--- src/rtl/sha1_pkg.sv ---
`timescale 1ns / 1ps
// ----------------------------------------------------------------------------
// SHA-1 package
// Shared constants and the front-to-back command type.
// ----------------------------------------------------------------------------
package sha1_pkg;

	localparam int CmdQueueDepth = 4;

	localparam logic [31:0] IV0 = 32'h67452301;
	localparam logic [31:0] IV1 = 32'hEFCDAB89;
	localparam logic [31:0] IV2 = 32'h98BADCFE;
	localparam logic [31:0] IV3 = 32'h10325476;
	localparam logic [31:0] IV4 = 32'hC3D2E1F0;

	localparam logic [31:0] K0 = 32'h5A827999;
	localparam logic [31:0] K1 = 32'h6ED9EBA1;
	localparam logic [31:0] K2 = 32'h8F1BBCDC;
	localparam logic [31:0] K3 = 32'hCA62C1D6;

	localparam logic [7:0] PAD_BYTE = 8'h80;

	// One command per accepted item that does something.
	typedef struct packed {
		logic [7:0] data_byte;
		logic       has_byte;
		logic       last;
	} sha1_cmd_t;

	function automatic logic [31:0] rotl(input logic [31:0] v, input int n);
		rotl = (v << n) | (v >> (32 - n));
	endfunction

endpackage

--- src/rtl/sha1_hash_engine.sv ---
`timescale 1ns / 1ps
// ----------------------------------------------------------------------------
// SHA-1 hash engine
// Byte-serial SHA-1 with a command queue in front of the compression core.
// ----------------------------------------------------------------------------
// A byte item is queued and, once the back end is idle, absorbed into the block; a
//   byte that completes a block adds the 80 rounds, then the fold.
// The back end takes no item while a block is compressed; the queue holds items meanwhile.
// A last item leads to one or two padded blocks before the digest.
// Reset (arst_n low) clears the queue, restores the initial vector, count zero.
module sha1_hash_engine #(
	parameter int CmdDepth = sha1_pkg::CmdQueueDepth
) (
	input  logic        clk,
	input  logic        arst_n,
	input  logic        push,
	output logic        full,
	input  logic [7:0]  data_byte,
	input  logic        has_byte,
	input  logic        last,
	output logic        empty,
	input  logic        pop,
	output logic [31:0] digest_word0,
	output logic [31:0] digest_word1,
	output logic [31:0] digest_word2,
	output logic [31:0] digest_word3,
	output logic [31:0] digest_word4
);
	logic                cmd_valid, cmd_take;
	sha1_pkg::sha1_cmd_t cmd;

	// front: items without byte or last are dropped here
	sha1_front #(.Depth(CmdDepth)) u_front (
		.clk, .arst_n, .push, .full, .data_byte, .has_byte, .last,
		.cmd_valid, .cmd_take, .cmd
	);

	// back: packing, padding, rounds and the digest output register
	sha1_back u_back (
		.clk, .arst_n, .cmd_valid, .cmd_take, .cmd, .empty, .pop,
		.digest_word0, .digest_word1, .digest_word2, .digest_word3, .digest_word4
	);
endmodule

--- src/rtl/sha1_front.sv ---
`timescale 1ns / 1ps
// ----------------------------------------------------------------------------
// SHA-1 front end
// Accepts items, drops empty ones, queues commands for the back end.
// ----------------------------------------------------------------------------
module sha1_front #(
	parameter int Depth = sha1_pkg::CmdQueueDepth
) (
	input  logic               clk,
	input  logic               arst_n,
	input  logic               push,
	output logic               full,
	input  logic [7:0]         data_byte,
	input  logic               has_byte,
	input  logic               last,
	output logic               cmd_valid,
	input  logic               cmd_take,
	output sha1_pkg::sha1_cmd_t cmd
);
	localparam int AW = (Depth > 1) ? $clog2(Depth) : 1;

	sha1_pkg::sha1_cmd_t fifo_q [Depth];
	logic [AW-1:0] wr_q, rd_q;
	logic [AW:0]   cnt_q;
	logic          wr_en, rd_en;

	assign full      = (cnt_q == (AW+1)'(Depth));
	assign cmd_valid = (cnt_q != '0);
	assign cmd       = fifo_q[rd_q];
	assign wr_en     = push && !full && (has_byte || last);
	assign rd_en     = cmd_take && cmd_valid;

	always_ff @(posedge clk) begin
		if (wr_en) begin
			fifo_q[wr_q] <= '{data_byte: data_byte, has_byte: has_byte, last: last};
		end
	end

	always_ff @(posedge clk or negedge arst_n) begin
		if (!arst_n) begin
			wr_q  <= '0;
			rd_q  <= '0;
			cnt_q <= '0;
		end else begin
			if (wr_en) begin
				wr_q <= (wr_q == AW'(Depth - 1)) ? '0 : wr_q + 1'b1;
			end
			if (rd_en) begin
				rd_q <= (rd_q == AW'(Depth - 1)) ? '0 : rd_q + 1'b1;
			end
			cnt_q <= cnt_q + (AW+1)'(wr_en) - (AW+1)'(rd_en);
		end
	end
endmodule

--- src/rtl/sha1_back.sv ---
`timescale 1ns / 1ps
// ----------------------------------------------------------------------------
// SHA-1 back end
// Packs bytes, pads, runs 80 rounds per block, holds the digest.
// ----------------------------------------------------------------------------
module sha1_back (
	input  logic                clk,
	input  logic                arst_n,
	input  logic                cmd_valid,
	output logic                cmd_take,
	input  sha1_pkg::sha1_cmd_t cmd,
	output logic                empty,
	input  logic                pop,
	output logic [31:0]         digest_word0,
	output logic [31:0]         digest_word1,
	output logic [31:0]         digest_word2,
	output logic [31:0]         digest_word3,
	output logic [31:0]         digest_word4
);
	typedef enum logic [5:0] {
		ST_IDLE  = 6'b000001,
		ST_PAD   = 6'b000010,
		ST_LEN   = 6'b000100,
		ST_RUN   = 6'b001000,
		ST_FOLD  = 6'b010000,
		ST_OUT   = 6'b100000
	} st_t;

	st_t          st_q;
	logic [31:0]  w_q [16];
	logic [31:0]  h_q [5];
	logic [31:0]  a_q, b_q, c_q, d_q, e_q;
	logic [6:0]   rnd_q;
	logic [60:0]  cnt_q;
	logic         fin_q;     // block being compressed is the final one
	logic         len_q;     // final block still needs the length
	logic         ovalid_q;
	logic [31:0]  out_q [5];

	logic [31:0]  f, k, wn, tmp, w_new, w_byte, mask;
	logic [5:0]   pos;
	logic [3:0]   wi;
	logic [4:0]   sh;

	assign pos = cnt_q[5:0];
	assign wi  = pos[5:2];
	assign sh  = {~pos[1:0], 3'b000};

	// Back end takes a command only from idle and with the output slot free
	// for a finishing item.
	assign cmd_take = (st_q == ST_IDLE) && cmd_valid && !(cmd.last && ovalid_q);

	always_comb begin
		if (rnd_q < 7'd20) begin
			f = d_q ^ (b_q & (c_q ^ d_q)); k = sha1_pkg::K0;
		end else if (rnd_q < 7'd40) begin
			f = b_q ^ c_q ^ d_q; k = sha1_pkg::K1;
		end else if (rnd_q < 7'd60) begin
			f = (b_q & c_q) | (d_q & (b_q | c_q)); k = sha1_pkg::K2;
		end else begin
			f = b_q ^ c_q ^ d_q; k = sha1_pkg::K3;
		end
		wn    = (rnd_q < 7'd16) ? w_q[rnd_q[3:0]] :
		        sha1_pkg::rotl(w_q[13] ^ w_q[8] ^ w_q[2] ^ w_q[0], 1);
		tmp   = sha1_pkg::rotl(a_q, 5) + f + e_q + k + wn;
		mask  = ~(32'hFF << sh);
		w_byte = (w_q[wi] & mask) | (32'(cmd.data_byte) << sh);
		w_new  = 32'(sha1_pkg::PAD_BYTE) << sh;
	end

	assign empty        = !ovalid_q;
	assign digest_word0 = out_q[0];
	assign digest_word1 = out_q[1];
	assign digest_word2 = out_q[2];
	assign digest_word3 = out_q[3];
	assign digest_word4 = out_q[4];

	always_ff @(posedge clk) begin
		case (st_q)
			ST_IDLE: begin
				if (cmd_take && cmd.has_byte) begin
					w_q[wi] <= w_byte;
				end
			end
			ST_PAD: begin
				// pad byte then zero the rest of the block
				for (int i = 0; i < 16; i++) begin
					if (4'(i) > wi) begin
						w_q[i] <= '0;
					end
				end
				w_q[wi] <= (w_q[wi] & ~(32'hFFFFFFFF >> {pos[1:0], 3'b000})) | w_new;
			end
			ST_LEN: begin
				if (!len_q) begin
					for (int i = 0; i < 14; i++) w_q[i] <= '0;
				end
				w_q[14] <= {cnt_q[60:29]};
				w_q[15] <= {cnt_q[28:0], 3'b000};
			end
			ST_RUN: begin
				a_q <= tmp; b_q <= a_q; c_q <= sha1_pkg::rotl(b_q, 30);
				d_q <= c_q; e_q <= d_q;
				if (rnd_q >= 7'd16) begin
					for (int i = 0; i < 15; i++) w_q[i] <= w_q[i+1];
					w_q[15] <= wn;
				end
			end
			ST_FOLD: begin
				if (fin_q) begin
					out_q[0] <= h_q[0] + a_q; out_q[1] <= h_q[1] + b_q;
					out_q[2] <= h_q[2] + c_q; out_q[3] <= h_q[3] + d_q;
					out_q[4] <= h_q[4] + e_q;
				end
			end
			default: ;
		endcase
		if (st_q != ST_RUN) begin
			a_q <= h_q[0]; b_q <= h_q[1]; c_q <= h_q[2]; d_q <= h_q[3]; e_q <= h_q[4];
		end
	end

	always_ff @(posedge clk or negedge arst_n) begin
		if (!arst_n) begin
			st_q     <= ST_IDLE;
			rnd_q    <= '0;
			cnt_q    <= '0;
			fin_q    <= 1'b0;
			len_q    <= 1'b0;
			ovalid_q <= 1'b0;
			h_q[0] <= sha1_pkg::IV0; h_q[1] <= sha1_pkg::IV1; h_q[2] <= sha1_pkg::IV2;
			h_q[3] <= sha1_pkg::IV3; h_q[4] <= sha1_pkg::IV4;
		end else begin
			if (pop && ovalid_q) ovalid_q <= 1'b0;
			case (st_q)
				ST_IDLE: begin
					if (cmd_take) begin
						if (cmd.has_byte) begin
							cnt_q <= cnt_q + 61'd1;
						end
						fin_q <= 1'b0;
						if (cmd.has_byte && pos == 6'd63) begin
							len_q <= cmd.last;
							st_q  <= ST_RUN;
						end else if (cmd.last) begin
							st_q <= ST_PAD;
						end
						if (cmd.has_byte && pos == 6'd63 && cmd.last) begin
							// full block first, then a block of pad and length
						end
					end
				end
				ST_PAD: begin
					if (pos >= 6'd56) begin
						len_q <= 1'b1;
						fin_q <= 1'b0;
						st_q  <= ST_RUN;
					end else begin
						len_q <= 1'b1;
						st_q  <= ST_LEN;
					end
				end
				ST_LEN: begin
					fin_q <= 1'b1;
					len_q <= 1'b0;
					st_q  <= ST_RUN;
				end
				ST_RUN: begin
					rnd_q <= rnd_q + 7'd1;
					if (rnd_q == 7'd79) begin
						rnd_q <= '0;
						st_q  <= ST_FOLD;
					end
				end
				ST_FOLD: begin
					h_q[0] <= h_q[0] + a_q; h_q[1] <= h_q[1] + b_q;
					h_q[2] <= h_q[2] + c_q; h_q[3] <= h_q[3] + d_q;
					h_q[4] <= h_q[4] + e_q;
					if (fin_q) begin
						st_q     <= ST_OUT;
					end else if (len_q) begin
						// after a pad block a block of zeros and length follows; after a full block, padding
						st_q  <= ST_LEN;
						len_q <= 1'b0;
						if (pos == 6'd0) begin
							// byte filled a block then last: pad goes in a fresh block
							st_q <= ST_PAD;
							len_q <= 1'b0;
						end
					end else begin
						st_q <= ST_IDLE;
					end
				end
				ST_OUT: begin
					ovalid_q <= 1'b1;
					cnt_q    <= '0;
					h_q[0] <= sha1_pkg::IV0; h_q[1] <= sha1_pkg::IV1;
					h_q[2] <= sha1_pkg::IV2; h_q[3] <= sha1_pkg::IV3;
					h_q[4] <= sha1_pkg::IV4;
					st_q <= ST_IDLE;
				end
				default: st_q <= ST_IDLE;
			endcase
		end
	end
endmodule

--- config.mk ---
export PLATFORM = sky130hd
export DESIGN_NAME = sha1_hash_engine
export DESIGN_NICKNAME = d
export VERILOG_FILES = /design/src/rtl/sha1_pkg.sv /design/src/rtl/sha1_hash_engine.sv /design/src/rtl/sha1_front.sv /design/src/rtl/sha1_back.sv
export SDC_FILE = /design/constraint.sdc
export NUM_CORES = 2
export LEC_CHECK = 0
export ABC_AREA = 1
export BUFFER_PORTS_ARGS = -buffer_cell sky130_fd_sc_hd__buf_2
export CAP_MARGIN = 20
export CORE_MARGIN = 3
export CORE_UTILIZATION = 55
export CTS_CLUSTER_DIAMETER = 120
export DETAILED_ROUTE_END_ITERATION = 10
export HOLD_SLACK_MARGIN = 0.15
export PLACE_DENSITY = 0.72
export SYNTH_ARGS = -nofsm -noshare
export SYNTH_HDL_FRONTEND = slang
export SYNTH_SLANG_ARGS = --single-unit
--- constraint.sdc ---
create_clock -name clk -period 10.2 [get_ports clk]
set_input_delay 2.04 -clock clk [delete_from_list [all_inputs] [get_ports clk]]
set_output_delay 2.04 -clock clk [all_outputs]
set_load 0.01 [all_outputs]
==> metrics.log <==
[metrics] result of the run: finished clean
[metrics] final setup violation count: 0
[metrics] input/output buffers: 175
[metrics] fin worst setup slack: 2.66 ns
[metrics] classification of the worst-slack hold path: register to register
[metrics] post-DP HPWL: 201000 microns
[metrics] worst flop-to-flop path startpoint: u_back.rnd_q[1]
[metrics] insertion delay of the later-clocked pin in the worst-skew pair: 0.79 ns
[metrics] placed cell areas: 72400 sq um
[metrics] postcts setup bufs: 0
[metrics] count of synthesis-stage warnings from yosys: 0
[metrics] worst relative slew slack: 17.4%
[metrics] worst r2r dst: u_back.a_q[17]
[metrics] worst hold slack after final layout: 0.482 ns
[metrics] Req. time, crit path: 10.86 ns
[metrics] Setup TNS: 0 ns
[metrics] actual slew at the worst max-slew pin: 1.24 ns
[metrics] number of buffers inserted for hold repair after clock tree synthesis: 0
[metrics] starting density of the core: 55.6%
[metrics] number of antenna violations at the first check in global routing: 14
[metrics] deepest clock path buffer count: 3
[metrics] type of the worst setup path: register to register
[metrics] final routed wire length divided by cell count: 27.7 microns
[metrics] Power Density: 316 nW/um^2
[metrics] CTS tree: built
[metrics] Worst Skew: 0.0366 ns
[metrics] fraction of layout cells with a size suffix above 1: 7.55%
[metrics] Tcrit/Tclk final: 73.9%
[metrics] critical path fanouts, max: 73
[metrics] Power, Total: 24.2 mW
[metrics] number of distinct standard cells referenced by the synthesized netlist: 64
[metrics] Min Clock Period, post-route: 7.54 ns
[metrics] number of cells on the worst hold path: 2
[metrics] per-cell via count in the routed design: 6.37
[metrics] Die Outline Area: 132000 sq um
[metrics] final routed wirelength across all metal layers: 293000 microns
[metrics] Arrival @ worst endpoint: 8.20 ns
[metrics] standard-cell rows: 130
[metrics] Register-to-Register Setup Slack: 2.66 ns
[metrics] worst hold start: u_back.h_q[128]
[metrics] Seq cells post-synth: 1116
[metrics] core outline area: 126000 sq um
[metrics] Final ANT Viol Nets: 0
[metrics] share of async-settable or async-resettable flops after synthesis: 21.9%
[metrics] final number of max-transition violations: 0
[metrics] total routing resource utilization after global routing: 43.4%
[metrics] number of global-route vias before repair: 64600
[metrics] most used flip-flop cell after synthesis: edfxtp_1
[metrics] net count reported at finish: 9121
[metrics] count of non-filler cells in the finished layout: 10500
[metrics] Root Buffer: clkbuf_16
[metrics] fraction of the yosys area taken by sequential cells: 43.4%
[metrics] number of instances in the synthesized netlist: 8803
[metrics] maximum number of pins on one net before global-route repair: 190
[metrics] number of flops mapped to enable cells by yosys: 680
[metrics] Syn-to-layout area delta: 9.17%
[metrics] number of nets in the synthesized netlist: 9147
[metrics] top cell type by total area after synthesis: edfxtp_1
[metrics] number of hold violations in the final report: 0
[metrics] iteration-0 DRC count of the detailed router: 9678
[metrics] number of violations of the max-capacitance limit: 0
[metrics] type of element capturing the critical path: register
[metrics] Yosys top cell area share: 29.1%
[metrics] timing-limited maximum frequency: 133 MHz
[metrics] pre-CTS WS: 2.92 ns
[metrics] area of all placed cells without fillers: 76700 sq um
[metrics] DR DRC count: 0
[metrics] num ports: 176
[metrics] type of origin of the critical path: register
[metrics] clk sink count: 1116
[metrics] CTS H-Tree Depth: 4
[metrics] filler cell count in the final layout: 11400
[metrics] die outline width: 363 microns
[metrics] via count: 67200
[metrics] final core utilization: 60.8%
[metrics] final estimated routing congestion in global placement: 1.01
[metrics] clock-pin slew on the worst setup and hold paths: 0.06 ns
[metrics] setup repair after global routing missed its margin: no
[metrics] Syn Std Cell Area: 70200 sq um
[metrics] DIE HEIGHT: 363 microns
[metrics] GR Overflow Total: 0
[metrics] cts bufs inserted: 130
[metrics] Resized Gates After CTS: 0
[metrics] cell count after placement: 10300
[metrics] static power due to leakage: 33.2 nW
[metrics] number of iterations in the first detailed-routing pass: 7
[metrics] post-synthesis average cell area: 7.98 sq um
[metrics] first-pass GRT wire length: 423000 microns
[metrics] Max rail drop VDD: 0.000201 V
[metrics] depth of the worst register-to-register path: 23
[metrics] top area cells in the synthesized netlist: edfxtp_1 29%, nand2_1 11%, o21ai_0 7.3%, inv_1 6.0%, dfrtp_1 5.8%
[metrics] Hold Path Sink: u_back.h_q[128]
## placed cells by master, fill, tap and decap left out, types with 171 or more instances in the layout
cell type / count
a21oi_1: 468
edfxtp_1: 680
nor2_1: 500
o22ai_1: 289
buf_2: 174
nand3_1: 377
dfxtp_1: 192
xor2_1: 171
inv_1: 1128
ha_1: 213
nand2_1: 2067
o21ai_0: 1021
## critical path: stages, from the launching register on
cell     delay, ns
dfrtp_4       1.07
inv_2         0.62
buf_4         0.44
a21oi_1       0.15
o21ai_0       0.10
nand2_1       0.15
nand2_1       0.08
a41oi_1       0.80
ha_1          0.39
a21o_1        0.21
fa_1          0.51
inv_1         0.06
fa_1          0.53
inv_1         0.04
ha_1          0.35
a21oi_1       0.14
nand2_1       0.16
a21oi_1       0.50
o21ai_0       0.35
a21oi_1       0.21
inv_1         0.06
or2_2         0.26
nand3_1       0.08
nand2_1       0.06
## worst max-delay path by stage
stage	end	depth (start not counted)	slack, ns	startpoint
floorplan	u_back.out_q[0][0]	7	1.31	u_back.st_q[2]
global placement	u_back.a_q[17]	23	3.10	u_back.rnd_q[1]
detailed placement	u_back.a_q[17]	23	2.92	u_back.rnd_q[1]
CTS	u_back.a_q[17]	23	2.90	u_back.rnd_q[1]
global route	u_back.a_q[17]	23	2.38	u_back.rnd_q[1]
finish	u_back.a_q[17]	23	2.66	u_back.rnd_q[1]
## cell type report
cell class / count / area [sq um] / share of cell area, %
multi-input cells: 6085 / 33700 / 44.0
clock inverters: 53 / 459 / 0.599
inverters: 1167 / 4400 / 5.73
diodes: 7 / 17.5 / 0.0228
well taps: 1650 / 2060 / 2.69
flip-flops and latches: 1116 / 30500 / 39.7
clock buffers: 189 / 3850 / 5.02
repair buffers: 277 / 1690 / 2.20
## cell families (layout without fill, tap and decap cells)
logic type / Yosys count / count (layout) / synth area share (%)
buffers and inverters: 1602 / 1686 / 8.92
and+or+nand+nor: 3262 / 3262 / 19.3
AOI/OAI and AO/OA: 2229 / 2229 / 18.0
xor gates and xnor gates: 264 / 264 / 3.29
adders and majority gates: 330 / 330 / 7.13
DFF: 1116 / 1116 / 43.4
other: 0 / 7 / 0
## flip-flops by register name (all words and copies together), names as in the netlist, 2 cells and up
register        cells
u_back.a_q         32
u_back.cnt_q       61
u_front.rd_q        2
u_back.d_q         32
u_back.w_q        512
u_back.st_q         6
u_front.fifo_q     40
u_back.rnd_q        7
u_back.e_q         32
u_back.b_q         32
u_front.cnt_q       3
u_back.h_q        160
u_back.out_q      160
u_back.c_q         32
u_front.wr_q        2
## layer usage
layer,global-route usage (%),share of wire [%]
met5,0,0.042
met4,33.7,9.3
met3,11.4,12
met2,66.4,43
met1,52.2,35
## power breakdown
part           total (mW)  switching, mW  internal, mW
Sequential           7.65          0.858          6.79
Combinational        11.8           8.54          3.26
Clock                4.77           2.03          2.74
## synthesized netlist by cell type, types with 4 or more instances
master / n
nand2_1: 2070
inv_1: 1132
o21ai_0: 1024
edfxtp_1: 680
nor2_1: 507
a21oi_1: 470
nand3_1: 377
o22ai_1: 289
clkbuf_1: 242
ha_1: 213
dfxtp_1: 192
xor2_1: 171
dfrtp_1: 163
buf_2: 145
fa_1: 117
nand4_1: 110
xnor2_1: 93
a22oi_1: 84
dfstp_2: 81
nor3_1: 63
o211ai_1: 55
and2_1: 43
a31oi_1: 41
a22o_1: 38
a21o_1: 36
nand3b_1: 33
buf_1: 31
o21a_1: 31
inv_2: 30
o21ai_1: 28
o21bai_1: 23
o31ai_1: 23
a21boi_0: 22
or2_2: 21
o221ai_1: 19
buf_4: 16
a41oi_1: 14
nor4_1: 13
o22a_1: 7
nor2_2: 6
a211oi_1: 5
clkinv_1: 5
nor2_4: 5
o21ai_2: 5
a32o_1: 4
Note: power is estimated with default switching activity, not from simulation.
